## config.mk

```make
export PLATFORM = sky130hd
export DESIGN_NAME = pft_queue
export DESIGN_NICKNAME = d
export VERILOG_FILES = /design/src/pft_pkg.sv /design/src/pft_queue.sv
export SDC_FILE = /design/constraint.sdc
export NUM_CORES = 1
export LEC_CHECK = 0
export BUFFER_PORTS_ARGS = -buffer_cell sky130_fd_sc_hd__buf_2
export CAP_MARGIN = 0
export CORE_AREA = 3 3 210 212
export DETAILED_ROUTE_END_ITERATION = 8
export DIE_AREA = 0 0 213 215
export PLACE_DENSITY = 0.71
export SLEW_MARGIN = 20
export SYNTH_ARGS = -nofsm -noshare
export SYNTH_HDL_FRONTEND = slang
export SYNTH_SLANG_ARGS = --single-unit
export TNS_END_PERCENT = 100
```

## constraint.sdc

```tcl
create_clock -name clk -period 10.9 [get_ports clk]
set_clock_uncertainty 0.1 [all_clocks]
set_input_delay 2.725 -clock clk [delete_from_list [all_inputs] [get_ports clk]]
set_output_delay 2.725 -clock clk [all_outputs]
set_load 0.005 [all_outputs]
```

## src/pft_pkg.sv

```systemverilog
// Package for the pose frame transform: widths, CORDIC angle table, command codes.
// Depends on nothing; every other file imports it.
`timescale 1ns / 1ps
package pft_pkg;
  localparam int CORDIC_STAGES = 16;
  localparam int POS_WIDTH = 32;
  localparam int NSTG = (CORDIC_STAGES > 24) ? 24 : CORDIC_STAGES;
  localparam int SATW = (POS_WIDTH > 32) ? 32 : POS_WIDTH;
  localparam int CW = 44;          // 33-bit diff + 8 guard + growth
  localparam int QDEPTH = 2;

  typedef enum logic {CMD_L2G = 1'b0, CMD_G2L = 1'b1} cmd_t;

  typedef struct packed {
    logic [CW-1:0] x;
    logic [CW-1:0] y;
    logic [31:0] z;
    logic [31:0] rx;
    logic [31:0] ry;
    logic        l2g;
    logic [15:0] hd;
    logic [31:0] curv;
    logic [31:0] arc;
  } item_t;

  function automatic logic [31:0] atan_f(input int i);
    logic [31:0] r;
    case (i)
      0: r = 32'h20000000; 1: r = 32'h12E4051D; 2: r = 32'h09FB385B;
      3: r = 32'h051111D4; 4: r = 32'h028B0D43; 5: r = 32'h0145D7E1;
      6: r = 32'h00A2F61E; 7: r = 32'h00517C55; 8: r = 32'h0028BE53;
      9: r = 32'h00145F2E; 10: r = 32'h000A2F98; 11: r = 32'h000517CC;
      12: r = 32'h00028BE6; 13: r = 32'h000145F3; 14: r = 32'h0000A2F9;
      15: r = 32'h0000517C; 16: r = 32'h000028BE; 17: r = 32'h0000145F;
      18: r = 32'h00000A2F; 19: r = 32'h00000517; 20: r = 32'h0000028B;
      21: r = 32'h00000145; 22: r = 32'h000000A2; 23: r = 32'h00000051;
      default: r = '0;
    endcase
    return r;
  endfunction
endpackage

```

## src/pft_queue.sv

```systemverilog
// Short FIFO between front end and back end.
// Depends on pft_pkg.
`timescale 1ns / 1ps
module pft_queue import pft_pkg::*; (
  input  logic  clk,
  input  logic  rst_n,
  input  logic  wr_valid,
  output logic  wr_ready,
  input  item_t wr_item,
  output logic  rd_valid,
  input  logic  rd_ready,
  output item_t rd_item
);
  item_t       mem_r [QDEPTH];
  logic        wp_r, rp_r;
  logic [1:0]  cnt_r;
  logic        wr, rd;

  assign wr_ready = (cnt_r != 2'(QDEPTH));
  assign rd_valid = (cnt_r != 2'd0);
  assign rd_item = mem_r[rp_r];
  assign wr = wr_valid && wr_ready;
  assign rd = rd_valid && rd_ready;

  always_ff @(posedge clk) begin
    if (!rst_n) begin
      wp_r <= 1'b0; rp_r <= 1'b0; cnt_r <= 2'd0;
    end else begin
      if (wr) wp_r <= !wp_r;
      if (rd) rp_r <= !rp_r;
      cnt_r <= cnt_r + 2'(wr) - 2'(rd);
    end
    if (wr) mem_r[wp_r] <= wr_item;
  end
endmodule

```

After elaboration in Yosys (flattened, before gate mapping)
Memories as Yosys holds them, arrays and structs flattened. A register that Yosys moved wholly into a read port is not among the register bits. Index checks and enable logic that the tools add are counted. W data, S select, Z words.

Register bits: 4. Latch bits: 0. Memory bits (writable): 530. Bits in read-only memories: 0. Input port bits: 269. Output and inout port bits: 267. Word-level logic and storage cells: 16. Memories kept: 1.

Add/sub/neg operators: 2. Multiply operators: 0. Divide/modulo/power cells: 0. Order comparisons: 0. Eq/ne operators: 1. Shift-type cells: 0. Multiplexer cells: 4. Bitwise gates (word level): 0. Reductions and logical operators: 5.

Memories: mem_r (depth 2, bits a word 265, rd ports 1, clocked after Yosys merged registers in 1, write ports 1, RTL line pft_queue.sv:14) `item_t mem_r [QDEPTH];`.

Operators by type and width (number): $mux W1 (4); $add A2 B1 Y2 (1); $logic_and A1 B1 Y1 (2); $logic_not A1 Y1 (2); $ne A2 B2 Y1 const B (1); $reduce_bool A2 Y1 (1); $sub A2 B1 Y2 (1).

Depth between registers and ports, before layout
Depth in word-level cells: 4. Depth in mapped cells: 6. Gate-level depth less buffers: 6.

Worst setup path before layout
Ideal clock, no wire load.

Kind: input to register. From: input wr_valid. To: memory mem_r[1][0] in the netlist's numbering (enable). Arrival time: 8.809 ns. Required time: 10.139 ns. Setup slack: 1.330 ns. Stages: 1. Path buffers: 0. Cell sequence: and3_1.

Word-level cells in the longest chain between the ends: 3.

RTL lines: start, declared (RTL line pft_queue.sv:7) `input logic wr_valid,`; $logic_and A1 B1 Y1 (RTL line pft_queue.sv:22) `assign wr = wr_valid && wr_ready;`; $mux W1 (RTL line pft_queue.sv:33) `if (wr) mem_r[wp_r] <= wr_item;`; $mux W1 (implied by the code) (RTL line pft_queue.sv:33); end, declared (RTL line pft_queue.sv:14).

No other way between the ends.

==> metrics.txt <==
Metal-1 WL=15280 um; Worst R2R Path Depth=4; Max Transition Viols Final=0; sequential-to-total area share from yosys stat=82.26%; DR WL met2=20820 um; DR DRC count=0; Placed Area=22600 sq um; CP arrival=2.89 ns; CTS tree=done; Worst path depth=3; Post-CTS Resized=0; Synthesized Nets=1124; TNS Setup=0 ns; achievable frequency=175.0 MHz; clk buf depth=3; WL met3=4359 um; area of the core=42130 sq um; Slew @ Worst Pin=1.056 ns; clk root buf=clkbuf_16; final-report hold violation count=0; status=finished clean; H-tree level count=2; final cell count without fillers=2016; slew margin rel.=29.59%; Remaining Overflow, GRT=0; crit path time final=5.713 ns; post-synth top area share=81.75%; Die W=213 um; vias per inst=4.973; post-route ant nets=0; Register Area=16020 sq um; syn avg cell area=22.80 sq um; post-DP HPWL=27980 um; Overall Global Routing Usage=17.42%; # rows=75; Final Cell Area=24270 sq um; Num CTS Buffers=53; largest area contributor in the netlist=edfxtp_1; Final #Nets=1691; Max stage delay on crit path=0.86 ns; total power=5.178 mW; via count=10030; Yosys Warn Count=0; total of flip-flops plus latches after synthesis=535; first-pass GRT wire length=60650 um; Multi-input gate area=3142 sq um; GPL Wtd Cong=0.7717; initial drt markers=660; dpl cells=1904; vias in the first global route=10560; 1st-pass router iterations=7; CP max stage cell=buf_4; LEAKAGE=8.969 nW; CP Class=reg2out; Syn Std Cell Area=19470 sq um; largest net degree at the start of global routing=149; CP Data Required Time=8.08 ns; Hold Path Cell Cnt=2; IO Port Bufs=535; Post-CTS Hold Fix Bufs=0; highest routed layer=met5; clock sinks=535; critical path launch point type=flop; HP Class=reg2reg; die height=215 um; Post-Route WL=41780 um; Initial Util=46.21%; critical-path cell list=buf_4 -> mux2_2 -> buf_2; # Post-CTS Setup Buffers=0; post-synthesis instance total=854; Layout area overhead=24.68%; delay-heaviest family, CP=buffers and inverters; final worst path period share=52.42%; CP Buf/Inv Count=2; num ports=536; synth top area cells=edfxtp_1 (82%), mux2_2 (15%), buf_6 (1.4%); Max-Cap Viols=0; final setup fails=0; die area=45800 sq um; filler cell count=3231; RSZ-0062 raised after global routing=no; layout cells sized above 1=59.93%; WL/cell=20.72 um; CTS clk-pin slew, worst paths=0.06 ns; Cell Pwr Density=213.3 nW/um^2; crit path max fanout=77; unique cell type count in the Yosys netlist=25; worst skew pair latency=0.56 ns; maximum VDD drop=0.1819 mV; initial antenna violation count=20; CP endpoint kind=output port
[final timing paths]
path / from / endpoint / slack [ns]
max: flop / rd_item[101] / 5.19
max reg2reg: cnt_r[0] / mem_r[0][194] / 8.00
min: rp_r / rp_r / 0.41
min reg2reg: rp_r / rp_r / 0.41
[cell families (layout without fill, tap and decap cells)]
| logic type | after synthesis | count (layout) | share of synthesized area [%] |
|---|---|---|---|
| xor gates and xnor gates | 1 | 1 | 0.04500 |
| buffers and inverters | 31 | 642 | 1.626 |
| muxes | 265 | 265 | 15.33 |
| adders and majority gates | 1 | 1 | 0.06426 |
| and+or+nand+nor | 15 | 15 | 0.4499 |
| other | 0 | 12 | 0 |
| AOI/OAI and AO/OA | 6 | 6 | 0.2249 |
| DFF | 535 | 535 | 82.26 |
[routing by layer]
metal | track usage (%) | vias up
met1 | 19.35 | 4917
met3 | 7.000 | 93
met5 | 0 | -
met2 | 30.00 | 414
met4 | 6.542 | 16
li1 | - | 4586
[metrics by stage]
stage	util, %	setup WS [ns]	hold slack (ns)
after detailed placement	53.65	5.517	0.3941
final	57.61	5.187	0.4109
after global routing	57.59	5.035	0.4552
after CTS	57.47	5.119	0.4116
after floorplan	-	1.330	0.3725
after global placement	53.65	5.518	0.3853
[power breakdown]
group          internal, mW  leakage [nW]  total [mW]  switching (mW)
combinational         0.466          3.19       0.931           0.465
clock                 0.966         0.777        1.69           0.721
sequential             2.50          5.00        2.56          0.0594
total                  3.93          8.97        5.18            1.25
[layout by cell type, fill, tap and decap left out, types with 2 or more instances in the layout]
| cell | count |
|---|---|
| clkbuf_1 | 14 |
| o21ai_0 | 2 |
| diode_2 | 12 |
| inv_6 | 3 |
| clkinv_2 | 4 |
| buf_2 | 535 |
| edfxtp_1 | 530 |
| dfxtp_1 | 4 |
| clkinv_1 | 19 |
| bufinv_16 | 3 |
| buf_4 | 2 |
| nor2_1 | 4 |
| mux2_2 | 265 |
| clkinvlp_4 | 2 |
| clkbuf_16 | 53 |
| buf_12 | 3 |
| inv_8 | 2 |
[registers in the layout (all words and copies together), names as in the netlist, named ones only]
signal and count:
rp_r 1, mem_r 530, wp_r 1, cnt_r 2
[cell type report]
cell class,instances,area share (%)
Clock buffer,67,5.680
Clock inverter,32,0.9639
Tap cell,539,2.778
Multi-Input combinational cell,288,12.94
Sequential cell,535,65.99
Timing Repair Buffer,541,11.45
Inverter,2,0.06186
Antenna cell,12,0.1237
[worst register-to-register path: stages, from the launching register on]
cell	delay [ns]
dfxtp_1	0.43
nand2b_1	0.20
nand3b_1	0.23
inv_8	0.63
buf_12	0.71
[Yosys cell counts]
cell type,instances
nor4_1,1
buf_4,3
and2_1,1
buf_2,1
o31a_1,1
nand3_1,1
xor2_1,1
and2b_1,1
inv_1,2
a21bo_2,1
nor2_1,4
ha_1,1
and3_1,2
nand2b_1,1
o21ai_0,2
or2_2,1
buf_6,25
a21oi_1,1
nor4bb_1,1
o21ba_2,1
nor3_1,1
nand3b_1,1
dfxtp_1,5
edfxtp_1,530
mux2_2,265
Note: power is estimated with default switching activity, not from simulation.
