**src/pft_pkg.sv**
```systemverilog
// Package for the pose frame transform: widths, CORDIC angle table, command codes.
// Depends on nothing; every other file imports it.
`timescale 1ns / 1ps
package pft_pkg;
  localparam int CORDIC_STAGES = 16;
  localparam int POS_WIDTH = 32;
  localparam int NSTG = (CORDIC_STAGES > 24) ? 24 : CORDIC_STAGES;
  localparam int SATW = (POS_WIDTH > 32) ? 32 : POS_WIDTH;
  localparam int CW = 44;          // 33-bit diff + 8 guard + growth
  localparam int QDEPTH = 2;

  typedef enum logic {CMD_L2G = 1'b0, CMD_G2L = 1'b1} cmd_t;

  typedef struct packed {
    logic [CW-1:0] x;
    logic [CW-1:0] y;
    logic [31:0] z;
    logic [31:0] rx;
    logic [31:0] ry;
    logic        l2g;
    logic [15:0] hd;
    logic [31:0] curv;
    logic [31:0] arc;
  } item_t;

  function automatic logic [31:0] atan_f(input int i);
    logic [31:0] r;
    case (i)
      0: r = 32'h20000000; 1: r = 32'h12E4051D; 2: r = 32'h09FB385B;
      3: r = 32'h051111D4; 4: r = 32'h028B0D43; 5: r = 32'h0145D7E1;
      6: r = 32'h00A2F61E; 7: r = 32'h00517C55; 8: r = 32'h0028BE53;
      9: r = 32'h00145F2E; 10: r = 32'h000A2F98; 11: r = 32'h000517CC;
      12: r = 32'h00028BE6; 13: r = 32'h000145F3; 14: r = 32'h0000A2F9;
      15: r = 32'h0000517C; 16: r = 32'h000028BE; 17: r = 32'h0000145F;
      18: r = 32'h00000A2F; 19: r = 32'h00000517; 20: r = 32'h0000028B;
      21: r = 32'h00000145; 22: r = 32'h000000A2; 23: r = 32'h00000051;
      default: r = '0;
    endcase
    return r;
  endfunction
endpackage

```
**src/pft_front.sv**
```systemverilog
// Front end: accept an item, classify by command, pre-rotate by quarter turns.
// Depends on pft_pkg.
`timescale 1ns / 1ps
module pft_front import pft_pkg::*; (
  input  logic        clk,
  input  logic        rst_n,
  input  logic        in_valid,
  output logic        in_ready,
  input  logic        in_command,
  input  logic signed [31:0] in_ref_x,
  input  logic signed [31:0] in_ref_y,
  input  logic [15:0] in_ref_heading,
  input  logic signed [31:0] in_tgt_x,
  input  logic signed [31:0] in_tgt_y,
  input  logic [15:0] in_tgt_heading,
  input  logic signed [31:0] in_tgt_curvature,
  input  logic [31:0] in_tgt_arc_length,
  output logic        q_valid,
  input  logic        q_ready,
  output item_t       q_item
);
  logic        v_r;
  item_t       it_r;
  item_t       it_nxt;
  logic signed [32:0] dx, dy, px, py;
  logic [15:0] ang;
  logic [31:0] a, ru;
  logic [1:0]  q;
  logic        l2g;

  assign in_ready = !v_r || q_ready;
  assign q_valid = v_r;
  assign q_item = it_r;

  always_comb begin
    l2g = (cmd_t'(in_command) == CMD_L2G);
    if (l2g) begin
      dx = {in_tgt_x[31], in_tgt_x};
      dy = {in_tgt_y[31], in_tgt_y};
      ang = in_ref_heading;
    end else begin
      dx = {in_tgt_x[31], in_tgt_x} - {in_ref_x[31], in_ref_x};
      dy = {in_tgt_y[31], in_tgt_y} - {in_ref_y[31], in_ref_y};
      ang = 16'd0 - in_ref_heading;
    end
    a = {ang, 16'd0};
    q = 2'((a + 32'h20000000) >> 30);
    ru = a - {q, 30'd0};
    case (q)
      2'd1: begin px = -dy; py = dx; end
      2'd2: begin px = -dx; py = -dy; end
      2'd3: begin px = dy; py = -dx; end
      default: begin px = dx; py = dy; end
    endcase
    it_nxt.x = {{(CW-41){px[32]}}, px, 8'd0};
    it_nxt.y = {{(CW-41){py[32]}}, py, 8'd0};
    it_nxt.z = ru;
    it_nxt.rx = in_ref_x;
    it_nxt.ry = in_ref_y;
    it_nxt.l2g = l2g;
    it_nxt.hd = l2g ? in_ref_heading + in_tgt_heading : in_tgt_heading - in_ref_heading;
    it_nxt.curv = in_tgt_curvature;
    it_nxt.arc = l2g ? in_tgt_arc_length : 32'd0;
  end

  always_ff @(posedge clk) begin
    if (!rst_n) v_r <= 1'b0;
    else if (in_ready) v_r <= in_valid;
    if (in_ready && in_valid) it_r <= it_nxt;
  end
endmodule

```
**config.mk**
```make
export PLATFORM = sky130hd
export DESIGN_NAME = pft_front
export DESIGN_NICKNAME = d
export VERILOG_FILES = /design/src/pft_pkg.sv /design/src/pft_front.sv
export SDC_FILE = /design/constraint.sdc
export NUM_CORES = 1
export LEC_CHECK = 0
export BUFFER_PORTS_ARGS = -buffer_cell sky130_fd_sc_hd__buf_2
export CAP_MARGIN = 20
export CORE_MARGIN = 2
export CORE_UTILIZATION = 30
export DETAILED_ROUTE_END_ITERATION = 12
export PLACE_DENSITY_LB_ADDON = 0.3
export SLEW_MARGIN = 20
export SYNTH_ARGS = -nofsm -noshare
export SYNTH_HDL_FRONTEND = slang
export SYNTH_SLANG_ARGS = --single-unit
```
**constraint.sdc**
```tcl
create_clock -name clk -period 8.9 [get_ports clk]
set_clock_uncertainty 0.2 [all_clocks]
set_input_delay 2.225 -clock clk [delete_from_list [all_inputs] [get_ports clk]]
set_output_delay 2.225 -clock clk [all_outputs]
set_load 0.02 [all_outputs]
```
Yosys cells after proc, flatten, opt, wreduce, memory -nomap -nowiden
Index checks and enable logic that the tools add are counted.
{"block": "word_totals", "regBits": 244, "inputBits": 229, "elab_cells": 32, "output_inout_bits": 267}
{"block": "classes", "n_eq_ne": 3, "muxes": 6, "n_reduce_logical": 3, "n_bitwise": 1, "n_addsub": 9}
{"operator": "$pmux W33 S3", "n": 2}
{"operator": "$mux W33", "n": 2}
{"operator": "$neg A33 Y33", "n": 2}
{"operator": "$sub A32 B32 Y33", "n": 2}
{"operator": "$add A32 B30 Y32 const B", "n": 1}
{"operator": "$mux W16", "n": 2}
{"operator": "$sub A32 B32 Y32", "n": 1}
{"operator": "$add A16 B16 Y16", "n": 1}
{"operator": "$sub A1 B16 Y16 const A", "n": 1}
{"operator": "$sub A16 B16 Y16", "n": 1}
{"operator": "$eq A2 B2 Y1 const B", "n": 2}
{"operator": "$eq A2 B1 Y1 const B", "n": 1}
{"operator": "$logic_and A1 B1 Y1", "n": 1}
{"operator": "$logic_not A1 Y1", "n": 1}
{"operator": "$logic_or A1 B1 Y1", "n": 1}
{"operator": "$not A1 Y1", "n": 1}

Longest topological paths before layout
Gate-level depths: netlist of run 1.
{"block": "depth", "depth_word": 5, "mapped_depth": 25, "ltp_nobuf": 18}

Least setup slack after synthesis of run 1
Ideal clock, no wire load.
{"block": "synth_path", "kind": "input to register", "from": "input port q_ready", "to": "register it_r, in the netlist q_item[0], enable pin", "setup_time_ns": 0.615, "required_time_ns": 8.085, "setup_slack_ns": 0.403, "cell_stages": 2, "n_path_buf": 0, "arrival_time_ns": 7.681, "cell_sequence": "nand2b_1 and2_1"}
{"block": "synth_via", "elab_chain_cells": 2}
{"element": "from (decl)", "line_no": "pft_front.sv:19", "source": "input logic q_ready,"}
{"element": "$logic_or A1 B1 Y1", "line_no": "pft_front.sv:31", "source": "assign in_ready = !v_r || q_ready;"}
{"element": "$logic_and A1 B1 Y1", "line_no": "pft_front.sv:69", "source": "if (in_ready && in_valid) it_r <= it_nxt;"}
{"element": "to (signal assigned)", "line_no": "pft_front.sv:69"}
{"element": "to (decl)", "line_no": "pft_front.sv:23", "source": "item_t it_r;"}
Every way passes these cells.
A chain may end at the register's enable or synchronous reset.

==> flow_metrics.py, run 1 <==
metrics = {
    "placement": {
        "place_hpwl_mm": 47.0,
        "port_buffers": 463,
        "dp_cells": 2907,
        "routabilityCongestion": 0.891,
        "place_ws_ns": 1.54,
        "placed_area_um2": 19500,
    },
    "drt": {
        "ant_nets": 0,
        "vias": 15100,
        "first_pass_iters": 5,
        "wl_mm": 59.9,
        "via_per_inst": 5.09,
        "wl_per_cell_um": 20.2,
        "first_iter_violations": 891,
        "drc": 0,
    },
    "sta": {
        "worstMarginPinSlew_ns": 1.11,
        "slew_violations": 0,
        "hold_ws_ns": 0.360,
        "setup_viol": 0,
        "max_freq_mhz": 154,
        "setup_ws_ns": 2.39,
        "rsz0062_at_grt": "false",
        "hold_viol_final": 0,
        "min_period_over_period_pct": 73.1,
        "setup_tns_ns": 0,
        "relSlewSlack_pct": 25.2,
        "min_period_ns": 6.51,
    },
    "global_route": {
        "grt_first_pass_wirelength_mm": 87.0,
        "busiest_layer": "met2",
        "grt_pass1_vias": 14400,
        "overflow": 0,
        "use_met2_pct": 33.6,
        "grt_usage_pct": 19.9,
        "grtUsageMet1_pct": 25.5,
        "grt_max_degree": 166,
        "antenna_found_initial": 4,
        "use_met3_pct": 4.05,
    },
    "clock_tree": {
        "clk_path_buf_depth": 3,
        "clock_latency_ns": 0.58,
        "tritoncts": "built",
        "hold_buffers": 0,
        "ctsResizeCount": 0,
        "cts.sinks": 228,
        "cts_buffers": 29,
        "clkSlewWorstSetupHoldPaths_ns": 0.06,
        "root_buffer": "clkbuf_16",
        "cts_max_level": 1,
        "cts_setup_buffers": 0,
    },
    "synthesis": {
        "synth.largest_area_cell": "edfxtp_1",
        "synthArstFlopShare_pct": 0,
        "synth.most_common_cell": "edfxtp_1",
        "syn-instance-count": 1769,
        "synth_common_cells": "edfxtp_1, a21oi_1, nand2_1",
        "syn_area_um2": 16700,
        "synth_area_leaders": "edfxtp_1, ha_1, a21oi_1",
        "synth_cell_types": 105,
        "yosysWarnings": 0,
        "synth-seq-area-share_pct": 40.9,
        "synth-edff-count": 227,
        "ys.flop_type": "edfxtp_1",
        "yosysTopAreaCellShare_pct": 40.8,
        "avgSynthCellArea_um2": 9.44,
        "ys_ff_latch": 228,
    },
    "floorplanning": {
        "initial_core_util_pct": 30.3,
        "io_pins": 496,
        "die_y_um": 240,
        "rows": 86,
        "die_width_um": 240,
        "die_area_um2": 57600,
        "core_area_um2": 55100,
    },
    "hold_path": {
        "hold_path.class": "reg2reg",
    },
    "cells_and_area": {
        "final_util_pct": 37.2,
        "layoutNonFillerInstCount": 2962,
        "area_growth_pct": 22.8,
        "fillCellCount": 5635,
        "nets": 2509,
        "drive_gt1_share_pct": 25.8,
        "final_cell_area_um2": 20500,
    },
    "setup_path": {
        "critPathKind": "in2reg",
        "path_max_fanout": 6,
        "critical_path_required_ns": 9.04,
        "end_kind": "flop",
        "crit_arrival_ns": 6.64,
        "critPathLaunchType": "primary input",
    },
    "power": {
        "vdd_drop_max_v": 0.000134,
        "p_leak_nw": 8.68,
        "p_per_area_nw_per_um2": 195,
        "total_power_mw": 4.01,
    },
    "status": {
        "status": "finished, final reports clean",
    },
    "run": {
        "cap_viol_max_count": 0,
    },
}
[power by group]
part / switching [mW] / internal (mW)
Sequential: 0.0600 / 1.36
Clock: 0.493 / 0.715
Combinational: 0.901 / 0.480
Total: 1.45 / 2.55
[logic make-up (layout without fill, tap and decap cells)]
| family | count (synthesis) | after routing | synth area share (%) |
|---|---|---|---|
| flops | 228 | 228 | 40.9 |
| xor+xnor | 115 | 115 | 6.07 |
| simple gates | 580 | 580 | 18.1 |
| compound gates | 494 | 494 | 19.0 |
| other cells | 1 | 33 | 0.0224 |
| fa+ha+maj | 89 | 89 | 6.80 |
| mux | 41 | 41 | 2.53 |
| buf+inv | 221 | 634 | 6.55 |
[final timing paths]
kind                              from                    end  cells after the start  slack (ns)
setup / recovery           in_ref_y[1]  q_item[217]$_DFFE_PP_                     15        2.39
hold / removal    q_valid$_SDFFE_PN0N_   q_valid$_SDFFE_PN0N_                      2        0.36
setup reg to reg  q_valid$_SDFFE_PN0N_  q_item[101]$_DFFE_PP_                      3        6.21
hold reg to reg   q_valid$_SDFFE_PN0N_   q_valid$_SDFFE_PN0N_                      2        0.36
[area by class of cell]
| type | instances | area (um2) | share of cell area, % |
|---|---|---|---|
| clock buffer | 36 | 752 | 3.67 |
| sequential | 228 | 6840 | 33.3 |
| multi-input combinational | 1351 | 8940 | 43.6 |
| clock inverter | 17 | 204 | 0.994 |
| inverter | 107 | 402 | 1.96 |
| timing repair buffer | 474 | 2440 | 11.9 |
| tap | 748 | 936 | 4.56 |
| antenna | 1 | 2.50 | 0.0122 |
[per-layer routing]
layer	routed length (um)	share of wire, %
met3	4110	6.9
met2	28100	47
met5	13	0.022
met4	1950	3.2
met1	25800	43
[layout by cell type, fill, tap and decap left out, drive strengths merged, types with 7 or more instances in the layout]
cell,synthesis,routed
a211o,14,14
a211oi,17,17
a21boi,11,11
a21o,22,22
a21oi,149,149
a31oi,29,29
and2,20,20
and3,23,23
and4,11,11
buf,55,474
clkbuf,59,36
clkinv,0,9
conb,1,32
edfxtp,227,227
ha,86,86
inv,107,108
mux2,7,7
mux2i,34,34
nand2,146,146
nand2b,12,12
nand3,31,31
nand4,17,17
nor2,132,132
nor2b,53,53
nor3,49,49
nor4,11,11
o211ai,11,11
o21a,16,16
o21ai,136,136
o21bai,8,8
o31ai,11,11
or2,8,8
or3,35,35
or4,9,9
xnor2,83,83
xor2,32,32
[critical path: stages]
cell	delay, ns
buf_2	0.13
inv_1	0.05
ha_1	0.26
nor2b_1	0.52
o2111a_1	0.38
or3_1	0.21
nand3_1	0.20
a211oi_1	0.44
o21ai_1	0.20
a31oi_1	0.57
nor4b_2	0.47
and4_1	0.35
a41oi_1	0.17
xnor2_1	0.18
mux2_2	0.26
[state kept, by name, summed over array words and instances, names as in the netlist]
name and cells:
q_valid 1, q_item 227
(Power assumes the default switching activity.)
==> run 2: changes to the inputs <==
- clock period: 8.9 -> 6.52 ns (I/O delays scaled with it)
==> run 2 against run 1 <==
  * Count of clock-buffer cells in the layout up 3
  * Worst setup slack worse by 1.9 ns
  * Global-route usage up 0.33 points
  * Largest power group unchanged
  * Register-to-register slack worse by 2.0 ns
  * Sequential share of layout area down 0.33 points
  * Critical path type unchanged
==> flow_metrics.py, run 2 (synthesized netlist as in run 1, its figures left out) <==
metrics = {
    "status": {
        "status": "finished, final reports clean",
    },
    "clock_tree": {
        "cts_max_level": 1,
        "clock_latency_ns": 0.58,
        "clk_path_buf_depth": 3,
        "root_buffer": "clkbuf_16",
        "cts.sinks": 228,
        "cts_buffers": 29,
        "tritoncts": "built",
        "ctsResizeCount": 0,
        "hold_buffers": 0,
        "clkSlewWorstSetupHoldPaths_ns": 0.06,
        "cts_setup_buffers": 0,
    },
    "floorplanning": {
        "die_area_um2": 57600,
        "core_area_um2": 55100,
        "die_width_um": 240,
        "rows": 86,
        "die_y_um": 240,
        "io_pins": 496,
        "initial_core_util_pct": 30.3,
    },
    "sta": {
        "relSlewSlack_pct": 27.5,
        "rsz0062_at_grt": "false",
        "hold_ws_ns": 0.342,
        "min_period_over_period_pct": 92.4,
        "worstMarginPinSlew_ns": 1.07,
        "min_period_ns": 6.03,
        "slew_violations": 0,
        "hold_viol_final": 0,
        "setup_ws_ns": 0.493,
        "max_freq_mhz": 166,
        "setup_tns_ns": 0,
        "setup_viol": 0,
    },
    "power": {
        "power_switching_mw": 2.01,
        "p_leak_nw": 8.80,
        "swShare_pct": 36.7,
        "p_int_mw": 3.47,
        "combPwrFrac_pct": 35.1,
        "power_frac_clock_pct": 29.5,
        "pwr-share-seq_pct": 35.3,
        "p_per_area_nw_per_um2": 265,
        "vdd_drop_max_v": 0.000183,
    },
    "placement": {
        "routabilityCongestion": 0.916,
        "place_hpwl_mm": 48.6,
        "place_ws_ns": 0.0136,
        "port_buffers": 463,
        "placed_area_um2": 19700,
    },
    "cells_and_area": {
        "area_growth_pct": 24.0,
        "mostFrequentLayoutCells": "buf_2, edfxtp_1, a21oi_1",
        "final_cell_area_um2": 20700,
        "largest_reg_flops": 227,
        "final_util_pct": 37.6,
        "layout_commonest_cell": "buf_2",
        "drive_gt1_share_pct": 26.5,
        "fillCellCount": 5654,
        "nets": 2529,
    },
    "global_route": {
        "grt_first_pass_wirelength_mm": 89.2,
        "grt_pass1_vias": 14800,
        "grt_max_degree": 120,
        "antenna_found_initial": 12,
        "grt_usage_pct": 20.2,
        "overflow": 0,
    },
    "setup_path": {
        "cpPeakStageDelay_ns": 0.75,
        "reg2reg_slack_ns": 4.20,
        "cp_slowest_cell": "o31ai_1",
        "path_cells": "buf_2 > inv_1 > ha_1 > fa_1 > nor2b_2 > o31a_4 > a21oi_1 > o31ai_1 > and2_1 > o21a_1 > nand4_2 > nor3_4 > nand3b_2 > or4_4 > mux2_4 > o221ai_2",
        "critical_path_required_ns": 6.75,
        "crit_arrival_ns": 6.26,
        "critPathKind": "in2reg",
        "path_max_fanout": 8,
        "end_kind": "flop",
        "critPathLaunchType": "primary input",
    },
    "drt": {
        "vias": 15400,
        "via_per_inst": 5.14,
        "first_pass_iters": 6,
        "first_iter_violations": 1102,
        "wl_mm": 60.7,
        "drc": 0,
        "wl_per_cell_um": 20.3,
        "ant_nets": 0,
    },
    "run": {
        "cap_viol_max_count": 0,
    },
    "hold_path": {
        "hold_path.class": "reg2reg",
    },
}
-- run 2: path summary, 6_finish.rpt --
path	from	endpoint	depth (start not counted)
max reg2reg	q_valid$_SDFFE_PN0N_	q_item[164]$_DFFE_PP_	4
min reg2reg	q_valid$_SDFFE_PN0N_	q_valid$_SDFFE_PN0N_	2
max	in_tgt_y[0]	q_item[212]$_DFFE_PP_	16
min	q_valid$_SDFFE_PN0N_	q_valid$_SDFFE_PN0N_	2
-- run 2: routing by layer --
layer | routed length [um] | global-route usage (%)
met4 | 1590 | 5.72
met3 | 4600 | 4.01
met2 | 29200 | 35.2
met5 | 34 | 0
met1 | 25300 | 25.3
-- run 2: cell type report --
| cell class | instances | area [um2] | share of cell area, % |
|---|---|---|---|
| multi-input cells | 1351 | 8940 | 43.1 |
| inverters | 107 | 402 | 1.94 |
| clock buffers | 39 | 763 | 3.68 |
| flip-flops and latches | 228 | 6840 | 33.0 |
| well taps | 748 | 936 | 4.52 |
| diodes | 6 | 15.0 | 0.0725 |
| clock inverters | 15 | 169 | 0.815 |
| repair buffers | 494 | 2660 | 12.8 |
-- run 2: power by group through the flow --
| stage | logic, mW | registers (mW) | clock network [mW] |
|---|---|---|---|
| 2_1_floorplan | 1.08 | 2.14 | 0 |
| 3_3_place_gp | 1.89 | 1.97 | 0 |
| 3_5_place_dp | 1.92 | 1.97 | 0 |
| 4_1_cts | 1.92 | 1.95 | 1.68 |
| 5_1_grt | 2.10 | 1.95 | 1.73 |
| 6_report | 1.93 | 1.94 | 1.62 |
-- run 2: metrics by stage --
stage                     std cells  total power [mW]
after floorplan                1800              3.22
after global placement         2927              3.87
after CTS                      2981              5.55
after global routing           2983              5.78
after detailed placement       2927              3.89
final                          2988              5.48
-- run 2: critical path: cells and delay by family --
family                   cells  cell delay, ns
multiplexers                 1            0.32
buffers and inverters        2            0.16
AND/OR/NAND/NOR              6            1.79
adder cells (fa/ha/maj)      2            0.76
AO/OA/AOI/OAI                5            1.58
==> run 3: changes to the inputs <==
- ABC_AREA: default -> 1
==> run 3 against run 2 <==
  * Sequential cell count stayed put
  * Area after synthesis grew 12%
  * Global-route usage increased by 0.25 points
  * Utilization fell by 0.74 points
  * Die area rose by 12%
  * Combinational power down 13%
  * Sequential power decreased by 3%
  * Register-to-register slack improved by 0.11 ns
  * Critical endpoint is now q_item[249]$_DFFE_PP_
  * Highest routed layer unchanged
==> flow_metrics.py, run 3 <==
metrics = {
    "status": {
        "status": "finished, final reports clean",
    },
    "clock_tree": {
        "hold_buffers": 0,
        "root_buffer": "clkbuf_16",
        "cts_max_level": 1,
        "cts_buffers": 30,
        "clkSlewWorstSetupHoldPaths_ns": 0.06,
        "clock_latency_ns": 0.58,
        "tritoncts": "built",
        "clk_path_buf_depth": 3,
        "ctsResizeCount": 0,
        "cts.sinks": 228,
        "cts_setup_buffers": 0,
    },
    "synthesis": {
        "synthArstFlopShare_pct": 0,
        "synth.largest_area_cell": "edfxtp_1",
        "syn-instance-count": 2729,
        "yosysWarnings": 0,
        "ys_ff_latch": 228,
        "synth.most_common_cell": "nand2_1",
        "syn_area_um2": 18700,
        "synth-seq-area-share_pct": 36.6,
        "avgSynthCellArea_um2": 6.85,
        "synth_area_leaders": "edfxtp_1, nand2_1, inv_1",
        "synth_cell_types": 46,
        "synth_common_cells": "nand2_1, inv_1, nand3_1",
        "ys.flop_type": "edfxtp_1",
        "yosysTopAreaCellShare_pct": 36.4,
        "synth-edff-count": 227,
    },
    "power": {
        "combPwrFrac_pct": 31.6,
        "power_switching_mw": 1.94,
        "pwr-share-seq_pct": 35.7,
        "p_int_mw": 3.36,
        "power_frac_clock_pct": 32.8,
        "p_per_area_nw_per_um2": 233,
        "swShare_pct": 36.6,
        "vdd_drop_max_v": 0.000163,
        "p_leak_nw": 11.9,
    },
    "placement": {
        "routabilityCongestion": 0.913,
        "place_ws_ns": 0.798,
        "port_buffers": 463,
        "place_hpwl_mm": 55.6,
    },
    "setup_path": {
        "critPathLaunchType": "primary input",
        "cpPeakStageDelay_ns": 0.56,
        "end_kind": "flop",
        "critical_path_required_ns": 6.77,
        "critPathKind": "in2reg",
        "path_cells": "buf_2 > inv_1 > ha_1 > nand2_1 > nor3_1 > nand2_1 > nor2_1 > nand2_1 > nor2_1 > nand3_1 > xnor2_1 > nand2_1 > o21ai_0 > inv_1 > ha_1 > inv_2 > nor2_8 > buf_4 > nand3_1 > nand4_1",
        "cpMostUsedCell": "nand2_1",
        "crit_family": "simple AND/OR/NAND/NOR gates",
        "path_max_fanout": 41,
        "crit_arrival_ns": 5.42,
        "cp_num_buf_inv": 5,
        "cp_slowest_cell": "ha_1",
    },
    "drt": {
        "first_pass_iters": 6,
        "via_per_inst": 4.64,
        "ant_nets": 0,
        "vias": 18800,
        "wl_mm": 68.5,
        "drc": 0,
        "first_iter_violations": 1400,
        "wl_per_cell_um": 17.0,
    },
    "cells_and_area": {
        "mostFrequentLayoutCells": "nand2_1, inv_1, buf_2",
        "drive_gt1_share_pct": 19.1,
        "largest_reg_flops": 227,
        "area_growth_pct": 21.6,
        "layout_commonest_cell": "nand2_1",
        "final_util_pct": 36.9,
        "nets": 3498,
        "antenna_cells": 0,
    },
    "floorplanning": {
        "core_area_um2": 61700,
        "rows": 91,
        "initial_core_util_pct": 30.3,
        "die_width_um": 254,
        "die_area_um2": 64400,
        "die_y_um": 254,
        "io_pins": 496,
    },
    "sta": {
        "setup_ws_ns": 1.35,
        "min_period_ns": 5.17,
        "relSlewSlack_pct": 34.4,
        "min_period_over_period_pct": 79.3,
        "slew_violations": 0,
        "rsz0062_at_grt": "false",
        "setup_viol": 0,
        "worstMarginPinSlew_ns": 0.984,
        "max_freq_mhz": 193,
        "hold_viol_final": 0,
        "setup_tns_ns": 0,
    },
    "global_route": {
        "grt_first_pass_wirelength_mm": 101,
        "grt_pass1_vias": 17500,
        "grt_usage_pct": 20.5,
        "antenna_found_initial": 4,
        "overflow": 0,
        "grt_max_degree": 114,
    },
    "run": {
        "cap_viol_max_count": 0,
    },
    "hold_path": {
        "hold_path.class": "reg2reg",
    },
}
run 3: stage by stage:
stage                     instances  hold WS, ns  area (um2)  power [mW]
after floorplan                2760        0.564       18800        3.03
after global placement         3985        0.365       21700        3.59
after detailed placement       3985        0.375       21700        3.59
after CTS                      4040        0.384       22700        5.37
after global routing           4040        0.418       22700        5.62
final                          4040        0.378       22700        5.30
run 3: layer usage:
layer / vias to the layer above / wire, um / part of all wire, % / GRT usage [%]
met1: 8542 / 28200 / 41 / 25.3
met3: 70 / 6180 / 9.0 / 5.12
met4: 6 / 1460 / 2.1 / 4.71
li1: 9483 / - / - / -
met2: 651 / 32600 / 48 / 35.8
met5: - / 37 / 0.054 / 0
run 3: power by group through the flow:
stage,sequential [mW],clock [mW],combinational [mW]
after floorplan,2.07,0,0.966
after global placement,1.93,0,1.66
final,1.89,1.74,1.67
after global routing,1.90,1.84,1.87
after CTS,1.89,1.79,1.68
after detailed placement,1.92,0,1.67
run 3: worst paths after layout:
| kind | start | to | slack [ns] | depth (start not counted) |
|---|---|---|---|---|
| setup / recovery | in_ref_heading[1] | q_item[249]$_DFFE_PP_ | 1.35 | 20 |
| hold / removal | q_valid$_SDFFE_PN0N_ | q_valid$_SDFFE_PN0N_ | 0.38 | 2 |
| hold reg to reg | q_valid$_SDFFE_PN0N_ | q_valid$_SDFFE_PN0N_ | 0.38 | 2 |
| setup reg to reg | q_valid$_SDFFE_PN0N_ | q_item[117]$_DFFE_PP_ | 4.31 | 2 |
run 3: cell type report:
type                    instances  area [um2]
clock buffers                  31         754
clock inverters                24         275
fillers                      6744       39000
inverters                     504        1890
multi-input cells            1939        9510
flip-flops and latches        228        6840
well taps                     837        1050
repair buffers                477        2440
run 3: worst reg2reg max path, stage by stage (launching register included):
cell     delay [ns]
dfxtp_1        0.34
a21oi_4        0.55
buf_4          0.67
run 3: kinds of logic after synthesis:
family                     share of synthesized area (%)
buffers and inverters                               13.3
xor gates and xnor gates                            2.53
AOI/OAI and AO/OA                                   4.04
and+or+nand+nor                                     37.5
DFF                                                 36.6
adders and majority gates                           6.07
other                                             0.0201
